`src/rtl/hpsi_pkg.sv`:
```
`timescale 1ns / 1ps

package hpsi_pkg;

	localparam int MAX_RES   = 128;
	localparam int COORD_W   = $clog2(MAX_RES);
	localparam int EXP_W     = 3;
	localparam int INVX_W    = 7;
	localparam int INVY_W    = 8;
	localparam int CFG_W     = 8;
	localparam int CFG_IDX_W = 2;
	localparam int SAMPLE_W  = 32;
	localparam int OUT_W     = 47;
	localparam int TERN_DIG  = 5;
	localparam int REV3_DIG  = 7;
	localparam int POW3_W    = 12;
	localparam int STRIDE_W  = 19;
	localparam int PROD_W    = 20;
	localparam int FULL_W    = SAMPLE_W + STRIDE_W;
	localparam int PIPE_DEPTH = 8;

	localparam logic [CFG_IDX_W-1:0] REG_EXP_BASE2 = 2'd0;
	localparam logic [CFG_IDX_W-1:0] REG_EXP_BASE3 = 2'd1;
	localparam logic [CFG_IDX_W-1:0] REG_INVERSE_X = 2'd2;
	localparam logic [CFG_IDX_W-1:0] REG_INVERSE_Y = 2'd3;

	typedef struct packed {
		logic [EXP_W-1:0]    e2;
		logic [EXP_W-1:0]    e3;
		logic [INVX_W-1:0]   inv_x;
		logic [INVY_W-1:0]   inv_y;
		logic [POW3_W-1:0]   pow3;
		logic [STRIDE_W-1:0] stride;
	} hpsi_cfg_t;

	typedef struct packed {
		logic [COORD_W-1:0] a_lo;
		logic [PROD_W-1:0]  pb;
		logic [OUT_W-1:0]   base;
	} hpsi_mul_t;

	typedef struct packed {
		logic [STRIDE_W-1:0] a_term;
		logic [PROD_W-1:0]   rem;
		logic [OUT_W-1:0]    base;
	} hpsi_red_t;

	typedef struct packed {
		logic [STRIDE_W-1:0] a_term;
		logic [POW3_W-1:0]   rem;
		logic [OUT_W-1:0]    base;
	} hpsi_sum_t;

	function automatic logic [MAX_RES*2*TERN_DIG-1:0] gen_tern();
		logic [MAX_RES*2*TERN_DIG-1:0] t;
		int v;
		t = '0;
		for (int i = 0; i < MAX_RES; i++) begin
			v = i;
			for (int k = 0; k < TERN_DIG; k++) begin
				t[i*2*TERN_DIG + 2*k +: 2] = 2'(v % 3);
				v = v / 3;
			end
		end
		return t;
	endfunction

	// Base-3 digits of every wrapped coordinate, least significant digit first.
	localparam logic [MAX_RES*2*TERN_DIG-1:0] TERN_TAB = gen_tern();

	function automatic logic [POW3_W-1:0] pow3(input logic [EXP_W-1:0] e);
		logic [POW3_W-1:0] p;
		case (e)
			3'd0: p = 12'd1;
			3'd1: p = 12'd3;
			3'd2: p = 12'd9;
			3'd3: p = 12'd27;
			3'd4: p = 12'd81;
			3'd5: p = 12'd243;
			3'd6: p = 12'd729;
			3'd7: p = 12'd2187;
			default: p = 12'd1;
		endcase
		return p;
	endfunction

	function automatic logic [COORD_W-1:0] rev2(input logic [COORD_W-1:0] v,
		input logic [EXP_W-1:0] e);
		logic [COORD_W-1:0] r;
		for (int i = 0; i < COORD_W; i++) begin
			r[i] = v[COORD_W-1-i];
		end
		return COORD_W'(r >> (EXP_W'(COORD_W) - e));
	endfunction

	function automatic logic [POW3_W-1:0] rev3(input logic [COORD_W-1:0] v,
		input logic [EXP_W-1:0] e);
		logic [2*REV3_DIG-1:0] dig;
		logic [POW3_W-1:0]     acc;
		dig = (2*REV3_DIG)'(TERN_TAB[v*2*TERN_DIG +: 2*TERN_DIG]);
		acc = '0;
		for (int i = 0; i < REV3_DIG; i++) begin
			if (EXP_W'(i) < e) begin
				acc = POW3_W'(acc * POW3_W'(3) + POW3_W'(dig[2*i +: 2]));
			end
		end
		return acc;
	endfunction

	function automatic logic [PROD_W-1:0] red_step(input logic [PROD_W-1:0] r,
		input logic [POW3_W-1:0] d, input int k);
		logic [PROD_W-1:0] sub;
		sub = PROD_W'(d) << k;
		return (r >= sub) ? PROD_W'(r - sub) : r;
	endfunction

endpackage

```
`src/rtl/hpsi_front.sv`:
```
`timescale 1ns / 1ps

module hpsi_front (
	input  logic                             clk,
	input  logic                             arst_n,
	input  hpsi_pkg::hpsi_cfg_t              cfg,
	input  logic                             in_valid,
	output logic                             in_ready,
	input  logic [hpsi_pkg::COORD_W-1:0]     px,
	input  logic [hpsi_pkg::COORD_W-1:0]     py,
	input  logic [hpsi_pkg::SAMPLE_W-1:0]    smp,
	output logic                             out_valid,
	input  logic                             out_ready,
	output hpsi_pkg::hpsi_mul_t              out_word
);
	import hpsi_pkg::*;

	logic                  v_s1;
	logic [COORD_W-1:0]    dx_s1;
	logic [POW3_W-1:0]     dy_s1;
	logic [SAMPLE_W-1:0]   smp_s1;
	logic                  v_s2;
	hpsi_mul_t             w_s2;
	logic                  rdy_s1;
	logic                  rdy_s2;
	logic [2*COORD_W-1:0]  pa;
	logic [COORD_W-1:0]    mask;
	logic [FULL_W-1:0]     full;

	assign rdy_s2 = !v_s2 || out_ready;
	assign rdy_s1 = !v_s1 || rdy_s2;
	assign in_ready = rdy_s1;

	assign pa   = (2*COORD_W)'(dx_s1) * (2*COORD_W)'(cfg.inv_x);
	assign mask = COORD_W'(((COORD_W+1)'(1) << cfg.e2) - (COORD_W+1)'(1));
	assign full = FULL_W'(smp_s1) * FULL_W'(cfg.stride);

	always_ff @(posedge clk or negedge arst_n) begin
		if (!arst_n) begin
			v_s1 <= 1'b0;
			v_s2 <= 1'b0;
		end else begin
			if (rdy_s1) begin
				v_s1 <= in_valid;
			end
			if (rdy_s2) begin
				v_s2 <= v_s1;
			end
		end
	end

	always_ff @(posedge clk) begin
		if (rdy_s1 && in_valid) begin
			dx_s1  <= rev2(px, cfg.e2);
			dy_s1  <= rev3(py, cfg.e3);
			smp_s1 <= smp;
		end
		if (rdy_s2 && v_s1) begin
			w_s2.a_lo <= pa[COORD_W-1:0] & mask;
			w_s2.pb   <= PROD_W'(PROD_W'(dy_s1) * PROD_W'(cfg.inv_y));
			w_s2.base <= full[OUT_W-1:0];
		end
	end

	assign out_valid = v_s2;
	assign out_word  = w_s2;

endmodule

```
`src/rtl/hpsi_modred.sv`:
```
`timescale 1ns / 1ps

module hpsi_modred (
	input  logic                clk,
	input  logic                arst_n,
	input  hpsi_pkg::hpsi_cfg_t cfg,
	input  logic                in_valid,
	output logic                in_ready,
	input  hpsi_pkg::hpsi_mul_t in_word,
	output logic                out_valid,
	input  logic                out_ready,
	output hpsi_pkg::hpsi_sum_t out_word
);
	import hpsi_pkg::*;

	logic      v_s3, v_s4, v_s5, v_s6;
	hpsi_red_t w_s3, w_s4, w_s5, w_s6;
	logic      rdy_s3, rdy_s4, rdy_s5, rdy_s6;
	logic [POW3_W-1:0] d;

	// Restoring reduction modulo 3^exp_base3, two quotient bits per stage.
	assign d = cfg.pow3;

	assign rdy_s6 = !v_s6 || out_ready;
	assign rdy_s5 = !v_s5 || rdy_s6;
	assign rdy_s4 = !v_s4 || rdy_s5;
	assign rdy_s3 = !v_s3 || rdy_s4;
	assign in_ready = rdy_s3;

	always_ff @(posedge clk or negedge arst_n) begin
		if (!arst_n) begin
			v_s3 <= 1'b0;
			v_s4 <= 1'b0;
			v_s5 <= 1'b0;
			v_s6 <= 1'b0;
		end else begin
			if (rdy_s3) begin
				v_s3 <= in_valid;
			end
			if (rdy_s4) begin
				v_s4 <= v_s3;
			end
			if (rdy_s5) begin
				v_s5 <= v_s4;
			end
			if (rdy_s6) begin
				v_s6 <= v_s5;
			end
		end
	end

	always_ff @(posedge clk) begin
		if (rdy_s3 && in_valid) begin
			w_s3.a_term <= STRIDE_W'(in_word.a_lo) * STRIDE_W'(d);
			w_s3.rem    <= red_step(red_step(in_word.pb, d, 7), d, 6);
			w_s3.base   <= in_word.base;
		end
		if (rdy_s4 && v_s3) begin
			w_s4.a_term <= w_s3.a_term;
			w_s4.rem    <= red_step(red_step(w_s3.rem, d, 5), d, 4);
			w_s4.base   <= w_s3.base;
		end
		if (rdy_s5 && v_s4) begin
			w_s5.a_term <= w_s4.a_term;
			w_s5.rem    <= red_step(red_step(w_s4.rem, d, 3), d, 2);
			w_s5.base   <= w_s4.base;
		end
		if (rdy_s6 && v_s5) begin
			w_s6.a_term <= w_s5.a_term;
			w_s6.rem    <= red_step(red_step(w_s5.rem, d, 1), d, 0);
			w_s6.base   <= w_s5.base;
		end
	end

	assign out_valid       = v_s6;
	assign out_word.a_term = w_s6.a_term;
	assign out_word.rem    = w_s6.rem[POW3_W-1:0];
	assign out_word.base   = w_s6.base;

endmodule

```
`src/rtl/hpsi_back.sv`:
```
`timescale 1ns / 1ps

module hpsi_back (
	input  logic                          clk,
	input  logic                          arst_n,
	input  hpsi_pkg::hpsi_cfg_t           cfg,
	input  logic                          in_valid,
	output logic                          in_ready,
	input  hpsi_pkg::hpsi_sum_t           in_word,
	output logic                          out_valid,
	input  logic                          out_ready,
	output logic [hpsi_pkg::OUT_W-1:0]    out_index
);
	import hpsi_pkg::*;

	logic                  v_s7;
	logic [OUT_W-1:0]      base_s7;
	logic [STRIDE_W-1:0]   offset_s7;
	logic                  v_s8;
	logic [OUT_W-1:0]      idx_s8;
	logic                  rdy_s7;
	logic                  rdy_s8;
	logic [STRIDE_W:0]     sum;
	logic [STRIDE_W:0]     stride_x;

	assign rdy_s8 = !v_s8 || out_ready;
	assign rdy_s7 = !v_s7 || rdy_s8;
	assign in_ready = rdy_s7;

	// Both residue terms lie below the stride, so one subtraction finishes the sum.
	assign sum      = (STRIDE_W+1)'(in_word.a_term)
		+ ((STRIDE_W+1)'(in_word.rem) << cfg.e2);
	assign stride_x = (STRIDE_W+1)'(cfg.stride);

	always_ff @(posedge clk or negedge arst_n) begin
		if (!arst_n) begin
			v_s7 <= 1'b0;
			v_s8 <= 1'b0;
		end else begin
			if (rdy_s7) begin
				v_s7 <= in_valid;
			end
			if (rdy_s8) begin
				v_s8 <= v_s7;
			end
		end
	end

	always_ff @(posedge clk) begin
		if (rdy_s7 && in_valid) begin
			base_s7   <= in_word.base;
			offset_s7 <= (sum >= stride_x) ? STRIDE_W'(sum - stride_x) : STRIDE_W'(sum);
		end
		if (rdy_s8 && v_s7) begin
			idx_s8 <= base_s7 + OUT_W'(offset_s7);
		end
	end

	assign out_valid = v_s8;
	assign out_index = idx_s8;

endmodule

```
`src/rtl/halton_pixel_sample_index.sv`:
```
`timescale 1ns / 1ps
// A request word is registered in each of stages s1 to s8 in turn, and a
// stall can hold it in any of them, before its result word is presented.
// Throughput is one word per cycle while rsp_stall is low, through an
// eight-stage pipeline; the modulo by 3^exp_base3 is a restoring
// reduction spread over four stages. Reset clears all stage valid bits
// and sets the four configuration registers to zero.

module halton_pixel_sample_index (
	input  logic                               clk,
	input  logic                               arst_n,
	input  logic                               cfg_we,
	input  logic [hpsi_pkg::CFG_IDX_W-1:0]     cfg_index,
	input  logic [hpsi_pkg::CFG_W-1:0]         cfg_data,
	input  logic                               req_valid,
	output logic                               req_stall,
	input  logic signed [15:0]                 pixel_x,
	input  logic signed [15:0]                 pixel_y,
	input  logic [hpsi_pkg::SAMPLE_W-1:0]      sample_num,
	output logic                               rsp_valid,
	input  logic                               rsp_stall,
	output logic [hpsi_pkg::OUT_W-1:0]         sample_index
);
	import hpsi_pkg::*;

	logic [EXP_W-1:0]  exp2_q;
	logic [EXP_W-1:0]  exp3_q;
	logic [INVX_W-1:0] invx_q;
	logic [INVY_W-1:0] invy_q;
	hpsi_cfg_t         cfg;
	logic              front_rdy;
	logic              mul_valid, mul_rdy;
	hpsi_mul_t         mul_word;
	logic              red_valid, red_rdy;
	hpsi_sum_t         red_word;

	always_ff @(posedge clk or negedge arst_n) begin
		if (!arst_n) begin
			exp2_q <= '0;
			exp3_q <= '0;
			invx_q <= '0;
			invy_q <= '0;
		end else if (cfg_we) begin
			case (cfg_index)
				REG_EXP_BASE2: exp2_q <= cfg_data[EXP_W-1:0];
				REG_EXP_BASE3: exp3_q <= cfg_data[EXP_W-1:0];
				REG_INVERSE_X: invx_q <= cfg_data[INVX_W-1:0];
				REG_INVERSE_Y: invy_q <= cfg_data[INVY_W-1:0];
				default: ;
			endcase
		end
	end

	assign cfg.e2     = exp2_q;
	assign cfg.e3     = exp3_q;
	assign cfg.inv_x  = invx_q;
	assign cfg.inv_y  = invy_q;
	assign cfg.pow3   = pow3(exp3_q);
	assign cfg.stride = STRIDE_W'(pow3(exp3_q)) << exp2_q;

	// The low seven bits are the non-negative residue modulo 128 in two's complement.
	hpsi_front u_front (
		.clk       (clk),
		.arst_n    (arst_n),
		.cfg       (cfg),
		.in_valid  (req_valid),
		.in_ready  (front_rdy),
		.px        (pixel_x[COORD_W-1:0]),
		.py        (pixel_y[COORD_W-1:0]),
		.smp       (sample_num),
		.out_valid (mul_valid),
		.out_ready (mul_rdy),
		.out_word  (mul_word)
	);

	hpsi_modred u_modred (
		.clk       (clk),
		.arst_n    (arst_n),
		.cfg       (cfg),
		.in_valid  (mul_valid),
		.in_ready  (mul_rdy),
		.in_word   (mul_word),
		.out_valid (red_valid),
		.out_ready (red_rdy),
		.out_word  (red_word)
	);

	hpsi_back u_back (
		.clk       (clk),
		.arst_n    (arst_n),
		.cfg       (cfg),
		.in_valid  (red_valid),
		.in_ready  (red_rdy),
		.in_word   (red_word),
		.out_valid (rsp_valid),
		.out_ready (!rsp_stall),
		.out_index (sample_index)
	);

	assign req_stall = !front_rdy;

endmodule

```
`config.mk`:
```
export PLATFORM = sky130hd
export DESIGN_NAME = halton_pixel_sample_index
export DESIGN_NICKNAME = d
export VERILOG_FILES = /design/src/rtl/hpsi_pkg.sv /design/src/rtl/hpsi_front.sv /design/src/rtl/hpsi_modred.sv /design/src/rtl/hpsi_back.sv /design/src/rtl/halton_pixel_sample_index.sv
export SDC_FILE = /design/constraint.sdc
export NUM_CORES = 2
export LEC_CHECK = 0
export BUFFER_PORTS_ARGS = -buffer_cell sky130_fd_sc_hd__buf_2
export CORE_MARGIN = 5
export CORE_UTILIZATION = 40
export DETAILED_ROUTE_END_ITERATION = 16
export PLACE_DENSITY = 0.52
export SYNTH_ARGS = -nofsm -noshare
export SYNTH_HDL_FRONTEND = slang
export SYNTH_SLANG_ARGS = --single-unit
```
`constraint.sdc`:
```
create_clock -name clk -period 13 [get_ports clk]
set_input_delay 0 -clock clk [delete_from_list [all_inputs] [get_ports clk]]
set_output_delay 0 -clock clk [all_outputs]
set_load 0.02 [all_outputs]
```
==> impl_metrics.tcl <==
set metrics [dict create \
    status "finished, final reports clean" \
    grt_pass1_wl_um 219000 \
    pre_cts_slack_ns 2.50 \
    rsz0062_at_grt "no" \
    grt_pass1_vias 38700 \
    fin_util_pct 44.4 \
    synth.mux.area_fraction_pct 2.56 \
    path_clk_slew_ns 0.07 \
    synth_edf_count 574 \
    finalHoldViolCount 0 \
    ys_ff_latch 603 \
    gr-usage-all-layers_pct 19.1 \
    drtIter0Drc 2177 \
    cts_buffers 71 \
    clock_skew_ns 0.0588 \
    die_w_um 380 \
    drc 0 \
    setup_viol 0 \
    synth.top_cells.by_area "edfxtp_1 31%, fa_1 23%, ha_1 9.2%" \
    grt_max_degree 79 \
    syn_avg_cell_area_um2 10.4 \
    hpwl_um 102000 \
    dieHeight_um 380 \
    antenna_found_initial 6 \
    netlist-cell-type-count 92 \
    slowest_delay_ns 0.54 \
    cts_hold_buf 94 \
    yosysSeqAreaShare_pct 32.7 \
    place.gp.congestion 0.844 \
    overflow 0 \
    wl_per_cell_um 18.8 \
    root_buffer "clkbuf_16" \
    cts_num_sinks 603 \
    via_per_inst 5.14 \
    drt_wl_total_um 136000 \
    cp_common_cell "ha_1" \
    yosys_warnings 0 \
    clk_latency_ns 0.67 \
    syn_nets 6356 \
    via_count 37200 \
    synthesis.area_um2 54900 \
    synth_flop_cell "edfxtp_1" \
    finalMaxSlewViolations 0 \
    max_cap_violations 0 \
    fmax_ghz 0.101 \
    port_buffers 109 \
    fin_crit_sh_pct 76.1 \
    ctsHtreeMaxLevel 3 \
    cts_tree "yes" \
    setup_tns_ns 0 \
    postCtsSetupBuffers 0 \
    io-pin-count 128 \
    cts_resized 0 \
    yosysTopAreaCell "edfxtp_1" \
    path_max_fanout 12 \
    fillerInstances 13000 \
    synth-simple-area-share_pct 13.4 \
    synth-compound-area-share_pct 8.51 \
    initial_core_util_pct 40.1 \
    coreArea_um2 137000 \
    worstPathRequired_ns 13.37 \
    most-common-layout-cells "752 x inv_1, 698 x nand2_1, 620 x fa_1" \
    crit_type "in2reg" \
    layout.nets 6498 \
    synth_cells 5253 \
    yosysTopAreaCellShare_pct 31.4 \
    final_common_cell "inv_1" \
    clockBufferDepth 3 \
    async_reset_ff_share_pct 4.81 \
    synth_xor_area_share_pct 4.47 \
    synth_top_family_by_area "adder cells" \
    worstMarginPinSlew_ns 1.23 \
    fin_hold_ws_ns 0.0682 \
    period_needed_ns 9.89 \
    end_kind "flop" \
    std_cell_rows 136 \
    firstDrtPassIters 6 \
    layout_setup_ws_ns 3.11 \
    crit_slowest_cell "fa_1" \
    relSlewSlack_pct 17.5 \
    hp-class "in2reg" \
    syn_to_final_growth_pct 10.9 \
    cp-start-kind "input port" \
    synthAdderAreaFrac_pct 31.8 \
    die_area_um2 145000 \
    final_layout_size_suffix_gt1_share_pct 7.63 \
    critPathArrivalTime_ns 10.26 \
    drtAntennaViolNets 0 \
]
-- cell families after synthesis --
logic type | after synthesis
and+or+nand+nor | 1554
adders and majority gates | 1024
buffers and inverters | 949
AOI/OAI and AO/OA | 716
DFF | 603
xor gates and xnor gates | 280
muxes | 127
-- cell usage after synthesis, types with 82 or more instances --
library cell / n
inv_1: 752
nand2_1: 698
fa_1: 620
edfxtp_1: 574
ha_1: 404
and2_1: 262
nor2_1: 240
a21oi_1: 216
xnor2_1: 200
clkbuf_1: 154
o21ai_0: 135
mux2_2: 82
-- cell type report --
| cell class | count | area, µm² | share of cell area, % |
|---|---|---|---|
| sequential | 603 | 18000 | 29.5 |
| inverter | 755 | 2830 | 4.66 |
| multi-input combinational | 3701 | 33500 | 55.1 |
| antenna | 2 | 5.00 | 0.00823 |
| tap | 1794 | 2240 | 3.69 |
| timing repair buffer | 263 | 1940 | 3.18 |
| clock buffer | 88 | 1840 | 3.03 |
| clock inverter | 41 | 502 | 0.825 |
-- sequential cells by signal (all words and copies together), names as in the netlist --
name / cells
invx_q: 7
u_modred.v_s4: 1
u_front.smp_s1: 32
u_modred.out_word: 78
u_modred.v_s5: 1
u_modred.w_s5: 86
u_back.out_valid: 1
u_modred.out_valid: 1
u_back.offset_s7: 19
invy_q: 8
u_back.base_s7: 47
exp2_q: 3
u_modred.w_s3: 86
u_front.v_s1: 1
u_back.v_s7: 1
u_modred.v_s3: 1
exp3_q: 3
u_modred.w_s4: 86
u_front.out_valid: 1
u_front.dy_s1: 12
u_front.out_word: 74
u_front.dx_s1: 7
u_back.out_index: 47
-- final timing paths --
path                                         from           endpoint  slack (ns)  cells past startpoint
min in group asynchronous                  arst_n  u_front.out_valid        0.48                      3
worst min-delay path                sample_num[5]  u_front.smp_s1[5]        0.07                      2
worst min register to register  u_modred.w_s4[44]  u_modred.w_s5[44]        0.40                      0
worst max register to register          exp3_q[2]  u_front.dy_s1[11]        3.20                     35
max in group asynchronous                  arst_n        u_back.v_s7       10.79                      4
worst max-delay path                   pixel_y[1]  u_front.dy_s1[11]        3.11                     41
-- through the flow --
| stage | cells | area (µm²) |
|---|---|---|
| 6_report | 7247 | 60800 |
| 5_1_grt | 7245 | 60800 |
| 4_1_cts | 7245 | 60800 |
| 3_5_place_dp | 7022 | 57600 |
| 3_3_place_gp | 7022 | 57600 |
| 2_1_floorplan | 5253 | 54900 |
-- metal layers --
metal / vias up / part of all wire [%] / global-route usage, %
li1: 17700 / - / -
met1: 18700 / 49 / 28.0
met2: 785 / 44 / 30.0
met3: 123 / 5.6 / 3.38
met4: 2 / 1.5 / 3.81
met5: - / 0.0096 / 0
-- critical path, delay by kind of cell --
| family | cells | cell delay, ns |
|---|---|---|
| AND/OR/NAND/NOR | 4 | 0.69 |
| buffers and inverters | 5 | 0.58 |
| multiplexers | 5 | 1.12 |
| AO/OA/AOI/OAI | 12 | 2.79 |
| adder cells (fa/ha/maj) | 12 | 4.75 |
| XOR/XNOR | 3 | 0.35 |
Power is not shown: default switching activity piles up to over one toggle a cycle in this logic, so the estimate is an artifact.
